## src/hw/rtl/xs64_pkg.sv

```systemverilog
// ----------------------------------------------------------------------------
// xs64_pkg
// Shared types, constants and the xorshift step for the ranged random block.
// ----------------------------------------------------------------------------
`default_nettype none

package xs64_pkg;

    localparam int RAW_W  = 64;   // generator state and raw number
    localparam int SPAN_W = 33;   // span of an integer range reaches 2^32
    localparam int VAL_W  = 32;
    localparam int PCT_W  = 7;
    localparam int CNT_W  = $clog2(RAW_W);

    localparam int SHIFT_A = 13;
    localparam int SHIFT_B = 7;
    localparam int SHIFT_C = 17;

    localparam logic [RAW_W-1:0]  SEED_RESET   = RAW_W'(1);
    localparam logic [SPAN_W-1:0] COIN_SPAN    = SPAN_W'(2);
    localparam logic [SPAN_W-1:0] PERCENT_SPAN = SPAN_W'(100);

    typedef enum logic [1:0] {
        CMD_RANGE = 2'd0,
        CMD_ENUM  = 2'd1,
        CMD_COIN  = 2'd2,
        CMD_FLAG  = 2'd3
    } t_cmd;

    typedef enum logic [1:0] {
        S_IDLE,
        S_RUN,
        S_OUT
    } t_state;

    function automatic logic [RAW_W-1:0] xs64_next(input logic [RAW_W-1:0] s);
        logic [RAW_W-1:0] x;
        x = s;
        x = x ^ (x << SHIFT_A);
        x = x ^ (x >> SHIFT_B);
        x = x ^ (x << SHIFT_C);
        return x;
    endfunction

endpackage

`default_nettype wire

```

## src/hw/rtl/xorshift64_ranged_random.sv

```systemverilog
// ----------------------------------------------------------------------------
// xorshift64_ranged_random
// Ranged random numbers from a 64-bit xorshift generator (shifts 13, 7, 17).
// ----------------------------------------------------------------------------
// Usage:
//   cfg channel: one beat writes the seed; the state reloads with it, a zero
//   seed loads 1. Taken only while the block is idle, ahead of a request.
//   in channel: one beat is one request (cmd selects integer range, enum
//   index, coin flip or percent flag). out channel: one value beat per request.
// Flow:
//   a request that draws a number passes through the bit-serial remainder
//   unit, which shifts in all 64 dividend bits, one per step, and then
//   through the control states. A new request is taken once the previous
//   one has reached the output register, so the block works on one request
//   at a time. A degenerate request (low bound not below high bound, count
//   of at most one) skips the generator and goes straight to the output.
// Reset: state loads 1, output register empties.
// Stall: a result waits in the output register while the next request is
//   taken and worked on; that request's result waits for the register to free.
// ----------------------------------------------------------------------------
`default_nettype none

module xorshift64_ranged_random
    import xs64_pkg::*;
(
    input  wire logic                i_clk,
    input  wire logic                i_rst_n,
    input  wire logic                i_cfg_valid,
    output logic                     o_cfg_ready,
    input  wire logic [RAW_W-1:0]    i_cfg_seed,
    input  wire logic                i_in_valid,
    output logic                     o_in_ready,
    input  wire logic [1:0]          i_cmd,
    input  wire logic signed [31:0]  i_low_bound,
    input  wire logic signed [31:0]  i_high_bound,
    input  wire logic [30:0]         i_item_count,
    input  wire logic [PCT_W-1:0]    i_percent,
    output logic                     o_out_valid,
    input  wire logic                i_out_ready,
    output logic signed [31:0]       o_value
);

    t_state             r_fsm,   n_fsm;
    logic [RAW_W-1:0]   r_gen,   n_gen;
    t_cmd               r_cmd,   n_cmd;
    logic [VAL_W-1:0]   r_low,   n_low;
    logic [PCT_W-1:0]   r_pct,   n_pct;
    logic [VAL_W-1:0]   r_res,   n_res;
    logic               r_ovld,  n_ovld;
    logic [VAL_W-1:0]   r_oval,  n_oval;

    logic               mod_start;
    logic               mod_done;
    logic [SPAN_W-1:0]  mod_rem;
    logic [SPAN_W-1:0]  span;
    logic [SPAN_W-1:0]  span_rng;
    logic               degen;
    logic [VAL_W-1:0]   degen_val;
    logic [RAW_W-1:0]   raw;
    t_cmd               in_cmd;

    assign in_cmd = t_cmd'(i_cmd);
    assign raw    = xs64_next(r_gen);

    // high - low + 1 at 33 bits, at most 2^32 when low < high
    assign span_rng = SPAN_W'($unsigned({i_high_bound[31], i_high_bound}
                                        - {i_low_bound[31], i_low_bound}))
                      + SPAN_W'(1);

    always_comb begin
        degen     = 1'b0;
        degen_val = '0;
        span      = COIN_SPAN;
        unique case (in_cmd)
            CMD_RANGE: begin
                degen     = i_low_bound >= i_high_bound;
                degen_val = i_low_bound;
                span      = span_rng;
            end
            CMD_ENUM: begin
                degen = i_item_count <= 31'd1;
                span  = SPAN_W'(i_item_count);
            end
            CMD_COIN: begin
                span = COIN_SPAN;
            end
            CMD_FLAG: begin
                span = PERCENT_SPAN;
            end
            default: begin
                span = COIN_SPAN;
            end
        endcase
    end

    xs64_mod u_mod (
        .i_clk      (i_clk),
        .i_rst_n    (i_rst_n),
        .i_start    (mod_start),
        .i_dividend (raw),
        .i_divisor  (span),
        .o_done     (mod_done),
        .o_rem      (mod_rem)
    );

    assign o_cfg_ready = r_fsm == S_IDLE;
    assign o_in_ready  = r_fsm == S_IDLE && !i_cfg_valid;

    always_comb begin
        n_fsm     = r_fsm;
        n_gen     = r_gen;
        n_cmd     = r_cmd;
        n_low     = r_low;
        n_pct     = r_pct;
        n_res     = r_res;
        n_ovld    = r_ovld;
        n_oval    = r_oval;
        mod_start = 1'b0;

        if (r_ovld && i_out_ready) begin
            n_ovld = 1'b0;
        end

        unique case (r_fsm)
            S_IDLE: begin
                if (i_cfg_valid) begin
                    n_gen = (i_cfg_seed == '0) ? SEED_RESET : i_cfg_seed;
                end else if (i_in_valid) begin
                    n_cmd = in_cmd;
                    n_low = i_low_bound;
                    n_pct = i_percent;
                    if (degen) begin
                        n_res = degen_val;
                        n_fsm = S_OUT;
                    end else begin
                        n_gen     = raw;
                        mod_start = 1'b1;
                        n_fsm     = S_RUN;
                    end
                end
            end
            S_RUN: begin
                if (mod_done) begin
                    case (r_cmd) inside
                        CMD_RANGE: n_res = r_low + mod_rem[VAL_W-1:0];
                        CMD_FLAG: begin
                            // 1 + rem <= percent
                            n_res = VAL_W'(mod_rem < SPAN_W'(r_pct));
                        end
                        CMD_ENUM, CMD_COIN: n_res = mod_rem[VAL_W-1:0];
                        default: n_res = mod_rem[VAL_W-1:0];
                    endcase
                    n_fsm = S_OUT;
                end
            end
            S_OUT: begin
                if (!r_ovld || i_out_ready) begin
                    n_ovld = 1'b1;
                    n_oval = r_res;
                    n_fsm  = S_IDLE;
                end
            end
            default: begin
                n_fsm = S_IDLE;
            end
        endcase
    end

    always_ff @(posedge i_clk) begin
        if (!i_rst_n) begin
            r_fsm <= S_IDLE;
        end else begin
            r_fsm <= n_fsm;
        end
    end

    always_ff @(posedge i_clk) begin
        if (!i_rst_n) begin
            r_gen  <= SEED_RESET;
            r_ovld <= 1'b0;
        end else begin
            r_gen  <= n_gen;
            r_ovld <= n_ovld;
        end
    end

    always_ff @(posedge i_clk) begin
        r_cmd  <= n_cmd;
        r_low  <= n_low;
        r_pct  <= n_pct;
        r_res  <= n_res;
        r_oval <= n_oval;
    end

    assign o_out_valid = r_ovld;
    assign o_value     = r_oval;

endmodule

`default_nettype wire

```

## src/hw/rtl/xs64_mod.sv

```systemverilog
// ----------------------------------------------------------------------------
// xs64_mod
// Bit-serial restoring remainder: 64-bit dividend modulo a 33-bit divisor,
// one dividend bit per cycle.
// ----------------------------------------------------------------------------
`default_nettype none

module xs64_mod
    import xs64_pkg::*;
(
    input  wire logic              i_clk,
    input  wire logic              i_rst_n,
    input  wire logic              i_start,
    input  wire logic [RAW_W-1:0]  i_dividend,
    input  wire logic [SPAN_W-1:0] i_divisor,
    output logic                   o_done,
    output logic [SPAN_W-1:0]      o_rem
);

    logic [RAW_W-1:0]  r_dvd;
    logic [SPAN_W-1:0] r_dvs;
    logic [SPAN_W-1:0] r_rem;
    logic [CNT_W-1:0]  r_cnt;
    logic              r_busy;
    logic              r_done;

    logic [SPAN_W:0]   trial;
    logic              fits;
    logic [SPAN_W-1:0] n_rem;

    // remainder stays below the divisor, so the shifted trial fits one extra bit
    assign trial = {r_rem, r_dvd[RAW_W-1]};
    assign fits  = trial >= {1'b0, r_dvs};
    assign n_rem = fits ? SPAN_W'(trial - {1'b0, r_dvs}) : trial[SPAN_W-1:0];

    always_ff @(posedge i_clk) begin
        if (!i_rst_n) begin
            r_busy <= 1'b0;
            r_done <= 1'b0;
        end else begin
            r_done <= 1'b0;
            if (i_start) begin
                r_busy <= 1'b1;
            end else if (r_busy && r_cnt == '0) begin
                r_busy <= 1'b0;
                r_done <= 1'b1;
            end
        end
    end

    always_ff @(posedge i_clk) begin
        if (i_start) begin
            r_dvd <= i_dividend;
            r_dvs <= i_divisor;
            r_rem <= '0;
            r_cnt <= CNT_W'(RAW_W - 1);
        end else if (r_busy) begin
            r_dvd <= {r_dvd[RAW_W-2:0], 1'b0};
            r_rem <= n_rem;
            r_cnt <= r_cnt - CNT_W'(1);
        end
    end

    assign o_done = r_done;
    assign o_rem  = r_rem;

endmodule

`default_nettype wire
```

## config.mk

```make
export PLATFORM = sky130hd
export DESIGN_NAME = xorshift64_ranged_random
export DESIGN_NICKNAME = d
export VERILOG_FILES = /design/src/hw/rtl/xs64_pkg.sv /design/src/hw/rtl/xorshift64_ranged_random.sv /design/src/hw/rtl/xs64_mod.sv
export SDC_FILE = /design/constraint.sdc
export NUM_CORES = 1
export LEC_CHECK = 0
export CORE_MARGIN = 5
export CORE_UTILIZATION = 45
export DETAILED_ROUTE_END_ITERATION = 10
export DONT_BUFFER_PORTS = 1
export GPL_TIMING_DRIVEN = 0
export PLACE_DENSITY = 0.61
export SYNTH_ARGS = -nofsm -noshare
export SYNTH_HDL_FRONTEND = slang
export SYNTH_HIERARCHICAL = 1
export SYNTH_SLANG_ARGS = --single-unit
export TNS_END_PERCENT = 10
```

## constraint.sdc

```tcl
create_clock -name i_clk -period 15.55 [get_ports i_clk]
set_clock_uncertainty 0.15 [all_clocks]
set_input_delay 2.3325 -clock i_clk [delete_from_list [all_inputs] [get_ports i_clk]]
set_output_delay 2.3325 -clock i_clk [all_outputs]
set_load 0.1 [all_outputs]
```

=== Word level (Yosys, flattened, before mapping) ===
Cells that the tools add are included.

* Add/sub/neg operators: 5
* $lt $le $gt $ge: 4
* Equality and inequality tests: 12
* Mux-type cells: 33
* Bitwise logic cells: 5
* Reductions and logical operators: 21

{| class="wikitable"
|+ Operators by type and width
! cell !! number
|-
| 64-bit 2-to-1 mux || 6
|-
| 32-bit 2-to-1 mux || 7
|-
| 33-bit case mux with 4 select lines || 1
|-
| 64-bit XOR || 2
|-
| 64-bit zero test || 1
|-
| 32-bit case mux with 2 select lines || 1
|-
| 64-bit by 57-bit XOR with 64-bit output || 1
|-
| 34-bit by 33-bit greater-or-equal comparator with 1-bit output || 1
|-
| 33-bit by 1-bit adder with 33-bit output, second input constant || 1
|-
| 33-bit by 7-bit less-than comparator with 1-bit output || 1
|-
| 33-bit 2-to-1 mux || 1
|-
| 32-bit by 32-bit subtractor with 33-bit output || 1
|-
| 33-bit subtractor || 1
|-
| 32-bit adder || 1
|-
| 32-bit greater-or-equal comparator || 1
|-
| 31-bit by 1-bit less-or-equal comparator with 1-bit output, second input constant || 1
|-
| 1-bit 2-to-1 mux || 10
|-
| 2-bit 2-to-1 mux || 5
|-
| 2-bit equality test, second input constant || 4
|-
| 2-bit nonzero test || 4
|-
| 2-bit zero test || 3
|-
| 6-bit zero test || 1
|-
| 2-bit by 1-bit inequality test with 1-bit output, second input constant || 3
|-
| 2-bit inequality test, second input constant || 3
|-
| other kinds (13) || 19
|}

* Register bits: 310
* Input bits: 173
* Output and inout port bits: 35
* Logic and storage cells: 94

=== Depth between registers and ports, before layout ===
* Word-level depth: 7
* Mapped depth: 18
* Gate-level depth less buffers: 16

=== Modules after synthesis ===
Netlist, hierarchy kept.

{| class="wikitable"
|+ By module, submodules not included
! module !! instances !! cells an instance !! area an instance (µm²)
|-
| xorshift64_ranged_random || 1 || 1590 || 14166.1
|-
| xs64_mod || 1 || 685 || 7475.9
|}

=== Worst setup path after synthesis ===
No wires, ideal clock.

* Path kind: input to register
* Start point: input port i_low_bound[25]
* End point: register u_mod.r_dvd[0], enable pin
* Library setup time: 0.419 ns
* Data arrival time: 7.906 ns
* Required time: 14.981 ns
* Slack: 7.075 ns
* Stages on the path: 13
* Buffers on the path: 1
* Cell sequence: inv_1 ha_1 a21o_1 a21o_1 a21oi_1 o211ai_1 a21oi_1 a21oi_1 nand2b_1 nor3_1 clkbuf_1 nor2_1 inv_1

* Word-level cells in the longest chain between the ends: 7

{| class="wikitable"
|+ RTL lines
! element !! line !! source
|-
| start: declaration || xorshift64_ranged_random.sv:34 || <nowiki>input wire logic signed [31:0] i_low_bound,</nowiki>
|-
| 32-bit greater-or-equal comparator || xorshift64_ranged_random.sv:76 || <nowiki>degen = i_low_bound >= i_high_bound;</nowiki>
|-
| 1-bit case mux with 2 select lines || xorshift64_ranged_random.sv:74 || <nowiki>unique case (in_cmd)</nowiki>
|-
| 1-bit 2-to-1 mux || xorshift64_ranged_random.sv:132 || <nowiki>if (degen) begin</nowiki>
|-
| 1-bit 2-to-1 mux || xorshift64_ranged_random.sv:128 || <nowiki>end else if (i_in_valid) begin</nowiki>
|-
| 1-bit 2-to-1 mux || xorshift64_ranged_random.sv:126 || <nowiki>if (i_cfg_valid) begin</nowiki>
|-
| 1-bit 2-to-1 mux || xorshift64_ranged_random.sv:124 || <nowiki>unique case (r_fsm)</nowiki>
|-
| named net mod_start || xorshift64_ranged_random.sv:52 || <nowiki>logic mod_start;</nowiki>
|-
| 2-bit nonzero test (no source line) || -- ||
|-
| end signal: assignment || xs64_mod.sv:53 || <nowiki>r_dvd <= i_dividend;</nowiki>
|-
| end signal: assignment || xs64_mod.sv:58 || <nowiki>r_dvd <= {r_dvd[RAW_W-2:0], 1'b0};</nowiki>
|-
| end: declaration || xs64_mod.sv:20 || <nowiki>logic [RAW_W-1:0] r_dvd;</nowiki>
|}

The timed path passes the listed nets, and every way through them passes these cells.
A chain may end at the register's enable or synchronous reset.

=== Worst setup path in the final report ===
* Start point: input port i_low_bound[2]
* End point: register u_mod.r_rem[29], in the netlist u_mod/o_rem[29]

* Word-level cells in the longest chain between the ends: 6

{| class="wikitable"
|+ RTL lines
! element !! line !! source
|-
| 32-bit greater-or-equal comparator || xorshift64_ranged_random.sv:76 ||
|-
| 1-bit case mux with 2 select lines || xorshift64_ranged_random.sv:74 ||
|-
| 1-bit 2-to-1 mux || xorshift64_ranged_random.sv:132 ||
|-
| 1-bit 2-to-1 mux || xorshift64_ranged_random.sv:128 ||
|-
| 1-bit 2-to-1 mux || xorshift64_ranged_random.sv:126 ||
|-
| 1-bit 2-to-1 mux || xorshift64_ranged_random.sv:124 ||
|-
| named net mod_start || xorshift64_ranged_random.sv:52 ||
|-
| end signal: assignment || xs64_mod.sv:59 || <nowiki>r_rem <= n_rem;</nowiki>
|-
| end: declaration || xs64_mod.sv:22 || <nowiki>logic [SPAN_W-1:0] r_rem;</nowiki>
|}

The timed path passes the listed nets, and every way through them passes these cells.

==> flow_summary_export.csv <==
group,metric,value,unit
detailed_routing,ant_nets,0,
yosys,yosys_warnings,6,
finish,fin_util,50.12,%
floorplanning,die_h,229.3,µm
worst_setup_path,critPathCaptureType,"flop",
clock_tree,clk_latency,0.56,ns
sta,fmax,140.7,MHz
yosys,synth_area_per_cell,9.513,µm²
finish,multiInputGateArea,12400,µm²
global_routing,antenna_found_initial,2,
worst_setup_path,rr_worst_depth,9,
worst_setup_path,crit_end,"u_mod/o_rem[29]",
detailed_routing,wl_per_cell,24.53,µm
sta,fin_crit_sh,45.72,%
detailed_routing,first_pass_iters,7,
worst_setup_path,critPathLaunchType,"primary input",
yosys,synth_fp_nets,2616,
finish,final_nets,2665,
yosys,yosysSeqAreaShare,38.02,%
clock_tree,numCtsBuffers,38,
power_and_ir_drop,vdd_drop_max,0.1176,mV
detailed_routing,vias,17503,
worst_setup_path,cp.arrival,7.37,ns
finish,fillCellCount,4524,
sta,rsz0062_at_grt,"no",
global_routing,track_usage,26.77,%
power_and_ir_drop,p_per_area,175.8,nW/µm²
clock_tree,cts_tree,"yes",
worst_setup_path,startpoint,"i_low_bound[2]",
sta,finalCriticalPeriod,7.109,ns
yosys,synth-edff-count,202,
sta,timing.final.max_slew_violations,0,
sta,finalHoldViolCount,0,
placement,hpwl,59120,µm
detailed_routing,viasPerCell,5.887,
finish,drive_gt1_share,7.816,%
status,status,"finished, final reports clean",
yosys,synthesis.instances,2275,
placement,io_buffers,0,
floorplanning,row_count,80,
job,maxCapViolations,0,
clock_tree,cts_setup_buffers,0,
sta,max_slew_margin,21.78,%
worst_setup_path,r2r_start,"r_fsm[1]",
power_and_ir_drop,power,4.197,mW
global_routing,grt_pass1_wl,107500,µm
floorplanning,dieArea,52580,µm²
clock_tree,cts_max_level,2,
placement,gp_congestion,1.009,
global_routing,grt_pass1_vias,17571,
yosys,mappedNetlistArea,21640,µm²
yosys,ys_ff_latch,310,
yosys,ys_async_sr_fraction,0,%
floorplanning,start_util,45.42,%
floorplanning,die_w,229.3,µm
sta,final-setup-viol-count,0,
floorplanning,core_region_area,47650,µm²
detailed_routing,wirelength,72920,µm
sta,tns,0,ns
power_and_ir_drop,p_leak,9.588,nW
clock_tree,root_buffer,"clkbuf_16",
clock_tree,path_clk_slew,0.06,ns
clock_tree,cts_hold_buf,0,
detailed_routing,detail_route.iter0.violations,1492,
detailed_routing,drc,0,
clock_tree,post_cts_resized,0,
min_path,worstHoldPathType,"reg -> reg",
worst_setup_path,required,15.81,ns
floorplanning,pin_count,208,
placement,pre_cts_ws,7.879,ns
worst_setup_path,r2r_slack,11.21,ns
clock_tree,clk_path_buf_depth,3,
yosys,yosys_most_used_dff,"edfxtp_1",
finish,regArea,8228,µm²
finish,areaGrowthSynthToFinish,10.34,%
yosys,synth.distinct_cells,87,
sta,setup_ws,8.441,ns
clock_tree,clock-sinks,310,
sta,holdWs,0.2621,ns
worst_setup_path,rr_endpoint,"u_mod/o_rem[29]",
global_routing,grt_max_degree,67,
global_routing,grt-ovfl-total,0,
worst_setup_path,crit_fanout,13,
sta,worstMarginPinSlew,1.169,ns
worst_setup_path,path_class,"in -> reg",
-- state kept, by name (all words and copies together) (netlist names) --
signal / count
o_out_valid: 1
o_value: 32
r_cmd: 2
r_fsm: 2
r_gen: 64
r_low: 32
r_pct: 7
r_res: 32
u_mod/o_done: 1
u_mod/o_rem: 33
u_mod/r_busy: 1
u_mod/r_cnt: 6
u_mod/r_dvd: 64
u_mod/r_dvs: 33
-- cells in the mapped netlist (29+ instances only) --
| master | count | area, µm² |
|---|---|---|
| nand3_1 | 42 | 210.2 |
| mux2_2 | 65 | 732.0 |
| o21ai_0 | 121 | 605.6 |
| nor2_1 | 124 | 465.5 |
| o211ai_1 | 57 | 427.9 |
| clkbuf_1 | 77 | 289.0 |
| edfxtp_1 | 202 | 6066 |
| a21oi_1 | 117 | 585.6 |
| inv_1 | 160 | 600.6 |
| dfxtp_1 | 108 | 2162 |
| ha_1 | 164 | 2052 |
| nor4_1 | 38 | 237.7 |
| nand2b_1 | 72 | 450.4 |
| nand2_1 | 187 | 701.9 |
| nor3_1 | 29 | 145.1 |
| a21o_1 | 56 | 420.4 |
| xnor2_1 | 167 | 1463 |
| mux2i_1 | 61 | 610.6 |
| xor2_1 | 80 | 700.7 |
| nand4_1 | 29 | 181.4 |
| a211oi_1 | 30 | 225.2 |
-- cell type report --
class / instances / area share [%]
repair buffers: 9 / 0.6707
plain buffers: 104 / 1.876
flip-flops and latches: 310 / 34.45
well taps: 615 / 3.222
clock buffers: 55 / 4.647
multi-input cells: 1701 / 51.94
clock inverters: 15 / 0.6183
diodes: 4 / 0.04192
inverters: 160 / 2.525
-- power breakdown --
group	switching, mW	internal, mW
Combinational	1.23	0.834
Sequential	0.183	1.05
Clock	0.358	0.546
Total	1.77	2.43
-- per-stage QoR --
stage,cell area [µm²],cells
final,23880,2973
after global routing,23880,2973
after CTS,23870,2969
after detailed placement,22610,2899
after global placement,22410,2890
after floorplan,21640,2275
-- metal layers --
layer / vias up / global-route usage, % / wire length [µm]
met5: - / 0 / 0
met2: 593 / 48.27 / 36720
li1: 8343 / - / -
met3: 165 / 3.963 / 3558
met1: 8402 / 30.55 / 28540
met4: 0 / 14.34 / 4099
-- worst min-delay path by stage --
stage,slack (ns),startpoint,cells after the start,endpoint
2_1_floorplan,0.25,r_res[0],0,o_value[0]
3_3_place_gp,0.25,r_res[26],0,o_value[26]
3_5_place_dp,0.25,r_res[11],0,o_value[11]
4_1_cts,0.27,r_res[26],0,o_value[26]
5_1_grt,0.27,r_res[19],0,o_value[19]
6_report,0.26,r_res[13],0,o_value[13]
-- layout by cell type (no fill, tap or decap), types with 14 or more instances in the layout --
cell type / n
mux2_2: 65
nand2b_1: 72
xor2_1: 80
dfxtp_1: 108
a211oi_1: 30
nor2_1: 122
a31oi_1: 17
nand2_1: 187
o21ai_1: 18
nor2b_1: 16
nand3_1: 42
ha_1: 164
xnor2_1: 167
a21o_1: 56
o211ai_1: 57
a22oi_1: 14
inv_1: 159
o21a_1: 22
nor4_1: 38
nor3_1: 27
clkbuf_16: 42
nand4_1: 29
clkbuf_1: 89
o21bai_1: 15
mux2i_1: 61
a21oi_1: 116
edfxtp_1: 202
o21ai_0: 121
-- critical path, stage by stage --
cell and delay [ns]:
inv_1 0.02, ha_1 0.33, nor2b_1 0.15, o21a_1 0.17, o21ai_0 0.29, a31oi_1 0.23
o22ai_1 0.26, a21oi_1 0.22, nand2b_1 0.23, nor3_2 0.37, buf_6 0.24, buf_6 0.19
clkbuf_1 0.69, clkbuf_1 0.78, clkbuf_1 0.70, nor3_1 0.13
-- logic make-up after synthesis --
| group | synth area share [%] |
|---|---|
| AND/OR/NAND/NOR | 13.64 |
| AO/OA/AOI/OAI | 17.44 |
| flip-flops | 38.02 |
| buffers and inverters | 4.845 |
| XOR/XNOR | 9.996 |
| adder cells (fa/ha/maj) | 9.851 |
| multiplexers | 6.203 |
Power figures use the tool's default switching activity.
